[src/sv/sdr_pkg.sv]
package sdr_pkg;

   // Fixed widths of the word fields.
   localparam int COEF_W      = 32;
   localparam int DISP_W      = 16;
   localparam int DISP_AW     = 19;
   localparam int DISP_DEPTH  = 524288;
   localparam int UPOS_W      = 18;
   localparam int VPOS_W      = 17;
   localparam int REQ_TDATA_W = 112;
   localparam int RSP_TDATA_W = 112;

   // Internal datapath widths.
   localparam int PIX_W   = 19;
   localparam int ADDR_W  = 31;
   localparam int ACC_W   = 60;
   localparam int MUL_A_W = 33;
   localparam int MUL_B_W = 34;
   localparam int PROD_W  = 67;
   localparam int SUM_W   = 67;

   // Parameter defaults.
   localparam int IMAGE_WIDTH_DEF     = 1024;
   localparam int IMAGE_HEIGHT_DEF    = 512;
   localparam int COORD_FRAC_BITS_DEF = 8;

   typedef enum logic [1:0] {
      OP_WR_DISP = 2'd0,
      OP_WR_COEF = 2'd1,
      OP_NEAREST = 2'd2,
      OP_INTERP  = 2'd3
   } sdr_op_type;

   typedef enum logic [4:0] {
      S_IDLE, S_PREP, S_ADDR_MUL, S_ADDR_ACC, S_WGT_MUL, S_WGT_ACC,
      S_RD, S_RDW, S_DECIDE, S_RP_MUL, S_RP_ACC, S_RP_CHK,
      S_DIV_GO, S_DIV_WAIT, S_RP_END, S_BL_MUL, S_BL_ACC, S_BL_RND, S_FIN
   } sdr_state_type;

   typedef enum logic [1:0] {
      D_IDLE, D_CHECK, D_ITER, D_FIN
   } sdr_div_state_type;

   typedef struct packed {
      logic                    start;
      logic signed [ACC_W-1:0] num;
      logic signed [ACC_W-1:0] den;
   } sdr_div_req_type;

   typedef struct packed {
      logic                     done;
      logic signed [COEF_W-1:0] quot;
   } sdr_div_rsp_type;

endpackage

[src/sv/sdr_divider.sv]
module sdr_divider (
   input  logic                     clock,
   input  logic                     reset,
   input  sdr_pkg::sdr_div_req_type div_req,
   output sdr_pkg::sdr_div_rsp_type div_rsp
);

   localparam int AW = sdr_pkg::ACC_W;

   sdr_pkg::sdr_div_state_type dstate_ff, dstate_in;
   logic          neg_ff, neg_in;
   logic          sat_ff, sat_in;
   logic [AW-1:0] n_ff, n_in;
   logic [AW-1:0] d_ff, d_in;
   logic [AW-1:0] rem_ff, rem_in;
   logic [31:0]   q_ff, q_in;
   logic [4:0]    cnt_ff, cnt_in;
   logic          done_ff, done_in;
   logic [31:0]   quot_ff, quot_in;

   logic [AW:0]   rs;
   logic          nbit;
   logic [32:0]   mag;

   // One quotient bit per cycle, restoring, with a saturation check up front.
   always_comb begin
      dstate_in = dstate_ff;
      neg_in    = neg_ff;
      sat_in    = sat_ff;
      n_in      = n_ff;
      d_in      = d_ff;
      rem_in    = rem_ff;
      q_in      = q_ff;
      cnt_in    = cnt_ff;
      done_in   = 1'b0;
      quot_in   = quot_ff;
      nbit      = cnt_ff[4] ? n_ff[cnt_ff[3:0]] : 1'b0;
      rs        = {rem_ff, nbit};
      mag       = '0;
      unique case (dstate_ff)
         sdr_pkg::D_IDLE: begin
            if (div_req.start) begin
               neg_in    = div_req.num[AW-1] != div_req.den[AW-1];
               n_in      = div_req.num[AW-1] ? AW'(-div_req.num) : AW'(div_req.num);
               d_in      = div_req.den[AW-1] ? AW'(-div_req.den) : AW'(div_req.den);
               q_in      = '0;
               dstate_in = sdr_pkg::D_CHECK;
            end
         end
         sdr_pkg::D_CHECK: begin
            // An integer quotient of 2^16 or more saturates at once.
            if ({16'b0, n_ff} >= {d_ff, 16'b0}) begin
               sat_in    = 1'b1;
               dstate_in = sdr_pkg::D_FIN;
            end else begin
               sat_in    = 1'b0;
               rem_in    = {16'b0, n_ff[AW-1:16]};
               cnt_in    = 5'd31;
               dstate_in = sdr_pkg::D_ITER;
            end
         end
         sdr_pkg::D_ITER: begin
            if (rs >= {1'b0, d_ff}) begin
               rem_in       = AW'(rs - {1'b0, d_ff});
               q_in[cnt_ff] = 1'b1;
            end else begin
               rem_in = rs[AW-1:0];
            end
            if (cnt_ff == 5'd0) begin
               dstate_in = sdr_pkg::D_FIN;
            end else begin
               cnt_in = cnt_ff - 5'd1;
            end
         end
         sdr_pkg::D_FIN: begin
            // Round half away from zero, then saturate to the signed range.
            if (sat_ff) begin
               mag = 33'h1_0000_0000;
            end else begin
               mag = {1'b0, q_ff} + 33'({rem_ff, 1'b0} >= {1'b0, d_ff});
            end
            if (neg_ff) begin
               if (mag > 33'h0_8000_0000) begin
                  mag = 33'h0_8000_0000;
               end
               quot_in = 32'(-mag);
            end else begin
               if (mag > 33'h0_7FFF_FFFF) begin
                  mag = 33'h0_7FFF_FFFF;
               end
               quot_in = mag[31:0];
            end
            done_in   = 1'b1;
            dstate_in = sdr_pkg::D_IDLE;
         end
         default: dstate_in = sdr_pkg::D_IDLE;
      endcase
   end

   always_ff @(posedge clock) begin
      if (reset) begin
         dstate_ff <= sdr_pkg::D_IDLE;
         done_ff   <= 1'b0;
      end else begin
         dstate_ff <= dstate_in;
         done_ff   <= done_in;
      end
      neg_ff  <= neg_in;
      sat_ff  <= sat_in;
      n_ff    <= n_in;
      d_ff    <= d_in;
      rem_ff  <= rem_in;
      q_ff    <= q_in;
      cnt_ff  <= cnt_in;
      quot_ff <= quot_in;
   end

   assign div_rsp.done = done_ff;
   assign div_rsp.quot = $signed(quot_ff);

endmodule

[config.mk]
export PLATFORM = sky130hd
export DESIGN_NAME = sdr_divider
export DESIGN_NICKNAME = d
export VERILOG_FILES = /design/src/sv/sdr_pkg.sv /design/src/sv/sdr_divider.sv
export SDC_FILE = /design/constraint.sdc
export NUM_CORES = 1
export LEC_CHECK = 0
export BUFFER_PORTS_ARGS = -buffer_cell sky130_fd_sc_hd__buf_2
export CAP_MARGIN = 20
export CELL_PAD_IN_SITES_DETAIL_PLACEMENT = 0
export CELL_PAD_IN_SITES_GLOBAL_PLACEMENT = 2
export CORE_ASPECT_RATIO = 1.5
export CORE_MARGIN = 5
export CORE_UTILIZATION = 39
export DETAILED_ROUTE_END_ITERATION = 8
export PLACE_DENSITY = 0.91
export SYNTH_ARGS = -nofsm -noshare
export SYNTH_HDL_FRONTEND = slang
export SYNTH_SLANG_ARGS = --single-unit
[constraint.sdc]
create_clock -name clock -period 7.6 [get_ports clock]
set_input_delay 1.52 -clock clock [delete_from_list [all_inputs] [get_ports clock]]
set_output_delay 1.52 -clock clock [all_outputs]
set_load 0.1 [all_outputs]
==> results of run 1 <==
## through the flow
stage	instances	hold slack [ns]	setup WS [ns]
6_report	2904	0.589	0.391
5_1_grt	2904	0.620	0.0194
4_1_cts	2903	0.588	0.0936
3_5_place_dp	2856	0.572	0.147
3_3_place_gp	2856	0.554	0.384
2_1_floorplan	2121	0.526	0.891
## final timing paths
kind,startpoint,to,slack [ns],cells past startpoint
hold reg to reg,rem_ff[52],rem_ff[53],0.59,2
setup / recovery,rem_ff[40],quot_ff[12],0.39,23
hold / removal,rem_ff[52],rem_ff[53],0.59,2
setup reg to reg,rem_ff[40],quot_ff[12],0.39,23
## cells by family after synthesis
group,synth area share
AO/OA/AOI/OAI,0.189
flip-flops,0.394
multiplexers,0.0197
buffers and inverters,0.0380
adder cells (fa/ha/maj),0.0776
AND/OR/NAND/NOR,0.196
XOR/XNOR,0.0858
## timing repair
item | in CTS | in global routing
gates resized for setup | 0 | 9
endpoints found under the setup margin | 0 | 6
hold buffers | 0 | 0
## worst register-to-register path, cell delays in order, from the launching register on
cell	delay, ns
edfxtp_1	0.39
ha_1	0.41
and2_1	0.28
and3_1	0.23
nand4_1	0.12
or4_1	0.63
a211oi_1	0.27
a211o_1	0.22
ha_1	0.32
nand4_1	0.12
nor3_1	0.49
nand4_1	0.18
mux2_2	0.29
o21a_1	0.24
or4b_2	0.68
o31a_1	0.37
nand3b_1	0.21
ha_1	0.34
nand2_1	0.23
nor3_1	0.13
and3_1	0.23
mux2_2	0.21
nor2_1	0.04
or3_1	0.31
## metal layers
| metal | vias up | global-route usage |
|---|---|---|
| met5 | - | 0 |
| li1 | 8081 | - |
| met3 | 115 | 0.0194 |
| met1 | 7844 | 0.223 |
| met2 | 430 | 0.404 |
| met4 | 0 | 0.0859 |
## placed cells by master (no fill, tap or decap), types with 7 or more instances in the layout
cell type	instances
a211o_1	9
a211oi_1	15
a21o_1	46
a21oi_1	181
a31oi_1	16
and2_1	13
and3_1	31
and4_1	10
buf_2	155
buf_4	25
clkbuf_16	27
edfxtp_1	251
ha_1	117
inv_1	91
mux2i_1	19
nand2_1	144
nand2b_1	25
nand3_1	44
nand4_1	43
nor2_1	252
nor2b_1	25
nor3_1	45
nor4_1	21
o211ai_1	7
o21a_1	28
o21ai_0	134
o21bai_1	13
o31a_1	8
o31ai_1	44
o41ai_1	12
or2_2	10
or3_1	31
or4_1	20
xnor2_1	159
xor2_1	30
## area by class of cell
cell class | instances | share of cell area
timing repair buffer | 181 | 0.0455
multi-input combinational | 1673 | 0.510
inverter | 93 | 0.0161
clock inverter | 15 | 0.00688
tap | 656 | 0.0379
clock buffer | 32 | 0.0321
sequential | 254 | 0.351
## registers in the layout, indices dropped and copies added (netlist names)
| name | cells |
|---|---|
| d_ff | 60 |
| n_ff | 60 |
| rem_ff | 60 |
| q_ff | 32 |
| quot_ff | 32 |
| cnt_ff | 5 |
| dstate_ff | 2 |
| done_ff | 1 |
| neg_ff | 1 |
| sat_ff | 1 |
## power by group through the flow
stage	combinational [W]	sequential (W)	clock, W
floorplan	0.00377	0.00266	0
global placement	0.00519	0.00261	0
detailed placement	0.00519	0.00263	0
CTS	0.00523	0.00260	0.00133
global route	0.00579	0.00266	0.00139
finish	0.00524	0.00260	0.00129
==> impl_results.md, run 1 <==
* CP Capture Type: register
* Final instance area at 21600 µm²
* Post-layout util at 0.443
* Power Dens Cells at 422 nW/µm²
* First-pass GRT wire length at 88700 µm
* CTS root buffer: clkbuf_16
* Cell family with most CP delay: simple AND/OR/NAND/NOR gates
* Sequential-to-total area share from yosys stat at 0.394
* CTS tree: yes
* Site row count at 99
* Synth Flop Type: edfxtp_1
* Post-synthesis cell area at 19300 µm²
* Die X at 192 µm
* Largest cells by area after synthesis: edfxtp_1 (39%), ha_1 (7.7%), xnor2_1 (7.2%)
* Multi-input logic area at 11000 µm²
* Initial Util at 0.395
* RSZ-0062 raised after global routing: no
* Initial antenna violation count at 0
* Clk_lat worst skew at 0.58 ns
* Top-count cell post-synth: nor2_1
* H-tree Lvls at 1
* Switch Pwr at 0.00426 W
* Status: complete, no violations
* Post-DRT Antenna Nets at 0
* CP bufs+invs at 0
* Slew @ Worst Pin at 1.02 ns
* WP data arrival at 7.53 ns
* Register area at 7600 µm²
* Top cell type's share of synthesized area at 0.391
* Core area at 48800 µm²
* Worst Skew at 0.0289 ns
* Syn nets at 2363
* DRC at 0
* Worst endpoint required time at 7.92 ns
* Type of the worst min-delay path: register to register
* Net count, final at 2472
* Internal power at 0.00488 W
* Via count at 16.5k
* Max_cap viols at 0
* Detailed Place HPWL at 45300 µm
* Die Footprint at 54100 µm²
* Cells along the critical path: ha_1 > and2_1 > and3_1 > nand4_1 > or4_1 > a211oi_1 > a211o_1 > ha_1 > nand4_1 > nor3_1 > nand4_1 > mux2_2 > o21a_1 > or4b_2 > o31a_1 > nand3b_1 > ha_1 > nand2_1 > nor3_1 > and3_1 > mux2_2 > nor2_1 > or3_1
* Post-synth top cells: nor2_1 (252), edfxtp_1 (251), a21oi_1 (181), xnor2_1 (159), nand2_1 (144)
* Asr flop ratio synth at 0
* Dominant cell type by area after synthesis: edfxtp_1
* Minimum clock period at 7.21 ns
* Slowest stage delay, CP at 0.68 ns
* Post-synthesis register bit count at 254
* Final Setup Violations at 0
* WS Path Type: register to register
* # clock sinks at 254
* Fmax at 139 MHz
* Gate Count Post-Synth at 2121
* Max VDD drop at 269 µV
* Total power at 0.00914 W
* Largest net degree at the start of global routing at 82
* Count of pins over their slew limit at 0
* Wire length per cell at 19.7 µm
* Placed cell area at 20700 µm²
* Seq pwr share at 0.284
* Met3 routed WL at 1970 µm
* Worst Path Max Fanout at 10
* WL met2 at 31100 µm
* Clock Power Share at 0.142
* GR Util All Layers at 0.206
* Total Wirelength at 57300 µm
* Crit path launch type: register
* Share of post-route cells with drive strength above 1 at 0.119
* Gpl congestion at 0.935
* Ant. Diodes at 0
* Die H at 282 µm
* Switching share of total power at 0.466
* Vias in the first global route at 16.4k
* Synth Area per Inst at 9.09 µm²
* I/O Pins at 156
* GRT Residual Overflow at 0
* Reg clk slew, reported paths at 0.06 ns
* Final Hold Fails at 0
* EDFF count, synth at 251
* Setup bufs post-CTS at 0
* TNS Setup at 0 ns
* Gate power share at 0.574
* Final Cycle Share at 0.949
* Area Overhead vs Synth at 12.2%
* CTS buffer count at 27
* Top layer in use: met4
* Leakage at 8.13 nW
* Fillers at 4832
* Wl on met1 at 21700 µm
* Via-per-instance ratio at 5.67
* Yosys warning total at 0
* Iter 0 DRT Violations at 924
* Yosys cell types at 80
* Clock Path Buffers at 3
* 1st-pass router iterations at 8
* Slowest cell on the critical path: or4b_2
* Slew HR at 0.315
* Input/output buffers at 155
(Power assumes the default switching activity.)
==> run 2, diff against run 1 <==
--- a/config.mk
+++ b/config.mk
@@ -13,6 +13,7 @@
 export CORE_MARGIN = 5
 export CORE_UTILIZATION = 39
 export DETAILED_ROUTE_END_ITERATION = 8
+export MAX_ROUTING_LAYER = met4
 export PLACE_DENSITY = 0.91
 export SYNTH_ARGS = -nofsm -noshare
 export SYNTH_HDL_FRONTEND = slang
==> run 2 against run 1 <==
Compared with the run above:
- critical path depth stayed put
- critical path type unchanged
- cell count is 0.10% higher
- clock power is 9% higher
==> impl_results.md, run 2 (synthesis gave the netlist of run 1 again) <==
* Wire length per cell at 20.0 µm (was 19.7 µm)
* First-pass GRT wire length at 90700 µm (was 88700 µm)
* TNS Setup at 0 ns (unchanged)
* CTS buffer count at 27 (unchanged)
* # hold bufs at CTS at 0 (unchanged)
* Cells along the critical path: ha_1 > and2_1 > and3_1 > nand4_1 > or4_1 > a211oi_1 > a211o_1 > ha_1 > nand4_1 > nor3_1 > nand4_1 > mux2_2 > o21a_1 > or4b_2 > o31a_1 > nand3b_1 > ha_1 > nand2_1 > nor3_2 > and3_1 > mux2_2 > nor2_1 > or3_1 (was ha_1 > and2_1 > and3_1 > nand4_1 > or4_1 > a211oi_1 > a211o_1 > ha_1 > nand4_1 > nor3_1 > nand4_1 > mux2_2 > o21a_1 > or4b_2 > o31a_1 > nand3b_1 > ha_1 > nand2_1 > nor3_1 > and3_1 > mux2_2 > nor2_1 > or3_1)
* Gpl congestion at 0.945 (was 0.935)
* Crit path launch type: register (unchanged)
* Power Dens Cells at 427 nW/µm² (was 422 nW/µm²)
* Clk_lat worst skew at 0.58 ns (about the same)
* Commonest non-fill, non-tap cell in the layout: nor2_1 (unchanged)
* H-tree Lvls at 1 (unchanged)
* Cell family with most CP delay: simple AND/OR/NAND/NOR gates (unchanged)
* Largest regs: d_ff (60), n_ff (60), rem_ff (60) (unchanged)
* CTS tree: yes (unchanged)
* Minimum clock period at 7.21 ns (about the same)
* # clock sinks at 254 (unchanged)
* Detailed Place HPWL at 46000 µm (was 45300 µm)
* Slowest cell on the critical path: or4b_2 (unchanged)
* Max VDD drop at 295 µV (was 269 µV)
* Initial antenna violation count at 2 (was 0)
* Slowest stage delay, CP at 0.68 ns (about the same)
* Site row count at 99 (unchanged)
* Worst Path Max Fanout at 10 (unchanged)
* Final Hold Fails at 0 (unchanged)
* Count of pins over their slew limit at 0 (unchanged)
* Final Cycle Share at 0.949 (about the same)
* Worst Skew at 0.0165 ns (was 0.0289 ns)
* Input/output buffers at 155 (unchanged)
* DRC at 0 (unchanged)
* Via count at 16.4k (was 16.5k)
* Max_cap viols at 0 (unchanged)
* Via-per-instance ratio at 5.65 (was 5.67)
* Type of the worst min-delay path: register to register (unchanged)
* Fmax at 139 MHz (about the same)
* Largest net degree at the start of global routing at 83 (was 82)
* Leakage at 8.18 nW (was 8.13 nW)
* Initial Util at 0.395 (unchanged)
* Fillers at 4901 (was 4832)
* WS Path Type: register to register (unchanged)
* Iter 0 DRT Violations at 945 (was 924)
* Final Setup Violations at 0 (unchanged)
* Post-layout util at 0.445 (was 0.443)
* RSZ-0062 raised after global routing: no (unchanged)
* Most frequent cells in the layout: nor2_1 (252), edfxtp_1 (251), a21oi_1 (181), xnor2_1 (159), buf_2 (155) (unchanged)
* CTS root buffer: clkbuf_16 (unchanged)
* GRT Residual Overflow at 0 (unchanged)
* Status: complete, no violations (unchanged)
* Worst endpoint required time at 7.92 ns (about the same)
* Die Footprint at 54100 µm² (unchanged)
* 1st-pass router iterations at 5 (was 8)
* Area Overhead vs Synth at 12.6% (was 12.2%)
* Slew HR at 0.351 (was 0.315)
* Clock Path Buffers at 3 (unchanged)
* Slew @ Worst Pin at 0.974 ns (was 1.02 ns)
* Total Wirelength at 58200 µm (was 57300 µm)
* I/O Pins at 156 (unchanged)
* Reg clk slew, reported paths at 0.07 ns (was 0.06 ns)
* Net count, final at 2472 (unchanged)
* CP Capture Type: register (unchanged)
* Share of post-route cells with drive strength above 1 at 0.120 (was 0.119)
* GR Util All Layers at 0.216 (was 0.206)
* Post-DRT Antenna Nets at 0 (unchanged)
* WP data arrival at 7.54 ns (was 7.53 ns)
* Die H at 282 µm (unchanged)
* Core area at 48800 µm² (unchanged)
* Die X at 192 µm (unchanged)
* Vias in the first global route at 16.6k (was 16.4k)
* CP bufs+invs at 0 (unchanged)
-- run 2: metrics by stage --
step / setup slack, ns / cell area (µm²) / power [W] / instances / hold WS [ns]
2_1_floorplan: 0.891 / 19300 / 0.00643 / 2121 / 0.526
3_3_place_gp: 0.383 / 20700 / 0.00780 / 2856 / 0.560
3_5_place_dp: 0.166 / 20700 / 0.00784 / 2856 / 0.568
4_1_cts: 0.101 / 21700 / 0.00928 / 2905 / 0.573
5_1_grt: 0.0779 / 21700 / 0.00995 / 2907 / 0.592
6_report: 0.386 / 21700 / 0.00928 / 2907 / 0.579
-- run 2: worst register-to-register path, delay by kind of cell, from the launching register on --
kind	cells	cell delay [ns]
compound gates	4	1.12
mux	2	0.52
simple gates	14	3.85
fa+ha+maj	3	1.07
flops	1	0.40
-- run 2: final cells by class --
cell class / instances / area (µm²) / share of cell area
Inverter: 93 / 349 / 0.0161
Antenna cell: 1 / 2.50 / 0.000115
Sequential cell: 254 / 7600 / 0.350
Timing Repair Buffer: 181 / 983 / 0.0453
Clock inverter: 18 / 236 / 0.0109
Multi-Input combinational cell: 1673 / 11000 / 0.508
Tap cell: 656 / 821 / 0.0378
Clock buffer: 31 / 691 / 0.0318
-- run 2: per-layer routing --
layer  up-vias  wire (µm)  global-route usage
met4         0       2590              0.0884
met2       408      31700               0.413
met3       115       1880              0.0173
met5         -          0                   -
li1       8057          -                   -
met1      7849      22000               0.228
-- run 2: path summary, 6_finish.rpt --
check | cells past startpoint | startpoint | slack, ns | endpoint
max | 23 | rem_ff[40] | 0.39 | quot_ff[12]
min | 2 | rem_ff[57] | 0.58 | rem_ff[58]
max reg2reg | 23 | rem_ff[40] | 0.39 | quot_ff[12]
min reg2reg | 2 | rem_ff[57] | 0.58 | rem_ff[58]
-- run 2: report_power, final --
| group | internal [W] | switching, W | leakage (nW) |
|---|---|---|---|
| registers | 0.00227 | 0.000331 | 2.40 |
| logic | 0.00188 | 0.00339 | 5.32 |
| clock network | 0.000826 | 0.000579 | 0.447 |
| total | 0.00498 | 0.00430 | 8.18 |
-- run 2: repair_timing --
| item | 4_1_cts | 5_1_grt |
|---|---|---|
| setup endpoints to repair | 0 | 6 |
| resized for setup | 0 | 8 |
| setup buffers | 0 | 0 |
==> run 3, diff against run 2 <==
--- a/config.mk
+++ b/config.mk
@@ -11,10 +11,10 @@
 export CELL_PAD_IN_SITES_GLOBAL_PLACEMENT = 2
 export CORE_ASPECT_RATIO = 1.5
 export CORE_MARGIN = 5
-export CORE_UTILIZATION = 39
+export CORE_UTILIZATION = 35
 export DETAILED_ROUTE_END_ITERATION = 8
 export MAX_ROUTING_LAYER = met4
-export PLACE_DENSITY = 0.91
+export PLACE_DENSITY = 0.87
 export SYNTH_ARGS = -nofsm -noshare
 export SYNTH_HDL_FRONTEND = slang
 export SYNTH_SLANG_ARGS = --single-unit
==> constraint.sdc (replaced) <==
create_clock -name clock -period 6.13 [get_ports clock]
set_input_delay 1.226 -clock clock [delete_from_list [all_inputs] [get_ports clock]]
set_output_delay 1.226 -clock clock [all_outputs]
set_load 0.1 [all_outputs]
==> run 3 against run 2 <==
Compared with the run above:
- global-route usage fell by 2.2 points
- critical endpoint unchanged
- flip-flop and latch count unchanged
- worst hold slack about the same
- sequential share of layout area down 1.4 points
- die area is 11% higher
- largest cell class unchanged
- cell count is 4.3% higher
- cell area rose by 4.1%
- highest routed layer unchanged
- largest power group unchanged
- register-to-register slack got worse by 0.13 ns
==> impl_results.md, run 3 (synthesis gave the netlist of run 1 again) <==
* Status: complete, no violations (unchanged)
* Fillers at 5462 (was 4901)
* Post-DRT Antenna Nets at 0 (unchanged)
* Share of post-route cells with drive strength above 1 at 0.163 (was 0.120)
* CTS tree: yes (unchanged)
* Worst r2r src: rem_ff[40] (unchanged)
* WP data arrival at 6.18 ns (was 7.54 ns)
* Max_cap viols at 0 (unchanged)
* WP depth at 24 (was 23)
* Die Footprint at 60000 µm² (was 54100 µm²)
* Cell family with most CP delay: simple AND/OR/NAND/NOR gates (unchanged)
* Core area at 54700 µm² (was 48800 µm²)
* Crit path from: rem_ff[40] (unchanged)
* GR Util met1 at 0.199 (was 0.228)
* Input/output buffers at 155 (unchanged)
* Count of pins over their slew limit at 0 (unchanged)
* Crit path launch type: register (unchanged)
* Initial Util at 0.353 (was 0.395)
* Worst Path Max Fanout at 7 (was 10)
* WS Path Type: register to register (unchanged)
* Via-per-instance ratio at 5.53 (was 5.65)
* Site row count at 105 (was 99)
* Type of the worst min-delay path: register to register (unchanged)
* Worst R2R Path Depth at 24 (was 23)
* Worst Skew at 0.0148 ns (was 0.0165 ns)
* Area Overhead vs Synth at 17.2% (was 12.6%)
* # clock sinks at 254 (unchanged)
* 1st-pass router iterations at 5 (unchanged)
* CP Capture Type: register (unchanged)
* TNS Setup at 0 ns (unchanged)
* Leakage at 8.63 nW (was 8.18 nW)
* GR Util All Layers at 0.195 (was 0.216)
* Detailed Place HPWL at 47000 µm (was 46000 µm)
* Clock Power Share at 0.155 (was 0.151)
* Die X at 202 µm (was 192 µm)
* Worst-case hold slack at 0.579 ns (about the same)
* Slowest cell on the critical path: or4_4 (was or4b_2)
* Top Usage Layer GRT: met2 (unchanged)
* DRC at 0 (unchanged)
* First-pass GRT wire length at 91800 µm (was 90700 µm)
* Clk_lat worst skew at 0.57 ns (was 0.58 ns)
* Seq pwr share at 0.268 (was 0.280)
* Slew HR at 0.280 (was 0.351)
* Die H at 297 µm (was 282 µm)
* Gate power share at 0.577 (was 0.568)
* Largest net degree at the start of global routing at 76 (was 83)
* Fmax at 170 MHz (was 139 MHz)
* Slowest stage delay, CP at 0.61 ns (was 0.68 ns)
* Largest regs: d_ff (60), n_ff (60), rem_ff (60) (unchanged)
* Clock Path Buffers at 3 (unchanged)
* Most frequent cells in the layout: nor2_1 (251), edfxtp_1 (251), a21oi_1 (179), xnor2_1 (159), buf_2 (155) (was nor2_1 (252), edfxtp_1 (251), a21oi_1 (181), xnor2_1 (159), buf_2 (155))
* Gpl congestion at 0.905 (was 0.945)
* Reg clk slew, reported paths at 0.06 ns (was 0.07 ns)
* I/O Pins at 156 (unchanged)
* Switching share of total power at 0.450 (was 0.463)
* CTS buffer count at 29 (was 27)
* Switch Pwr at 0.00544 W (was 0.00430 W)
* CTS root buffer: clkbuf_16 (unchanged)
* Max VDD drop at 276 µV (was 295 µV)
* GR Layer Usage met2 at 0.377 (was 0.413)
* Final Hold Fails at 0 (unchanged)
* GRT Residual Overflow at 0 (unchanged)
* FF-to-FF End: quot_ff[12] (unchanged)
* Slew @ Worst Pin at 1.07 ns (was 0.974 ns)
* Internal power at 0.00664 W (was 0.00498 W)
* Iter 0 DRT Violations at 879 (was 945)
* Final Setup Violations at 0 (unchanged)
* GR met3 Demand/Resource at 0.0164 (was 0.0173)
* Minimum clock period at 5.88 ns (was 7.21 ns)
* Initial antenna violation count at 4 (was 2)
* Power Dens Cells at 534 nW/µm² (was 427 nW/µm²)
* CP bufs+invs at 1 (was 0)
* Net count, final at 2555 (was 2472)
* H-tree Lvls at 1 (unchanged)
* Final Cycle Share at 0.959 (was 0.949)
* Worst reg-to-reg setup slack at 0.25 ns (was 0.39 ns)
* Wire length per cell at 19.5 µm (was 20.0 µm)
* RSZ-0062 raised after global routing: no (unchanged)
* Via count at 16.8k (was 16.4k)
* Cells along the critical path: ha_4 > and2_4 > and3_4 > nand4_1 > or4_4 > a211oi_2 > a211o_4 > ha_4 > nand4_1 > buf_4 > nor3_2 > mux2i_2 > o21ai_2 > nor2_2 > or4b_2 > o31a_1 > nand3b_1 > ha_2 > nand2_4 > nor3_2 > and3_1 > mux2_2 > nor2_1 > or3_1 (was ha_1 > and2_1 > and3_1 > nand4_1 > or4_1 > a211oi_1 > a211o_1 > ha_1 > nand4_1 > nor3_1 > nand4_1 > mux2_2 > o21a_1 > or4b_2 > o31a_1 > nand3b_1 > ha_1 > nand2_1 > nor3_2 > and3_1 > mux2_2 > nor2_1 > or3_1)
* Vias in the first global route at 17.0k (was 16.6k)
* Worst setup endpoint: quot_ff[12] (unchanged)
* Total Wirelength at 59200 µm (was 58200 µm)
* Worst endpoint required time at 6.44 ns (was 7.92 ns)
-- run 3: final cells by class --
type / count / area (µm²) / share of cell area
Antenna cell: 3 / 7.51 / 0.000332
Inverter: 93 / 353 / 0.0156
Clock inverter: 23 / 287 / 0.0127
Clock buffer: 30 / 729 / 0.0323
Multi-Input combinational cell: 1673 / 11200 / 0.494
Tap cell: 695 / 870 / 0.0385
Sequential cell: 254 / 7600 / 0.336
Timing Repair Buffer: 262 / 1590 / 0.0704
-- run 3: worst min path at each step --
stage / start / to / slack, ns / depth (start not counted)
2_1_floorplan: rem_ff[45] / rem_ff[46] / 0.53 / 2
3_3_place_gp: rem_ff[48] / rem_ff[49] / 0.56 / 2
3_5_place_dp: n_ff[37] / rem_ff[21] / 0.56 / 2
4_1_cts: rem_ff[45] / rem_ff[46] / 0.58 / 2
5_1_grt: n_ff[37] / rem_ff[21] / 0.61 / 2
6_report: rem_ff[45] / rem_ff[46] / 0.58 / 2
-- run 3: layer usage --
layer  part of all wire  vias up
li1                   -     8249
met2               0.55      344
met4              0.046        0
met3              0.031      133
met5                  0        -
met1               0.37     8038
-- run 3: power groups by stage --
stage          Clock (W)  Combinational (W)  Sequential, W
2_1_floorplan          0            0.00477        0.00329
3_3_place_gp           0            0.00682        0.00325
3_5_place_dp           0            0.00687        0.00327
4_1_cts          0.00192            0.00692        0.00324
5_1_grt          0.00198            0.00769        0.00332
6_report         0.00187            0.00697        0.00324
-- run 3: stage by stage --
| stage | total power (W) | std cells | cell area, µm² | utilization | setup WS (ns) |
|---|---|---|---|---|---|
| after floorplan | 0.00806 | 2121 | 19400 | - | 0.0149 |
| after global placement | 0.0101 | 2974 | 21500 | 0.393 | 0.143 |
| after detailed placement | 0.0101 | 2974 | 21500 | 0.393 | 0.00873 |
| after CTS | 0.0121 | 3027 | 22500 | 0.412 | 0.0261 |
| after global routing | 0.0130 | 3032 | 22600 | 0.414 | 0.00285 |
| final | 0.0121 | 3033 | 22600 | 0.414 | 0.253 |
-- run 3: timing repair --
item / 4_1_cts / 5_1_grt
buffers inserted: 0 / 3
pin swaps: 3 / 6
hold buffers: 0 / 0
endpoints found under the setup margin: 2 / 18
gates resized for setup: 2 / 15
-- run 3: worst reg2reg max path: cells and delay by family (launching register included) --
kind | cells | cell delay, ns
AND/OR/NAND/NOR | 14 | 3.03
AO/OA/AOI/OAI | 4 | 0.76
adder cells (fa/ha/maj) | 3 | 0.72
multiplexers | 2 | 0.50
flip-flops | 1 | 0.42
buffers and inverters | 1 | 0.19
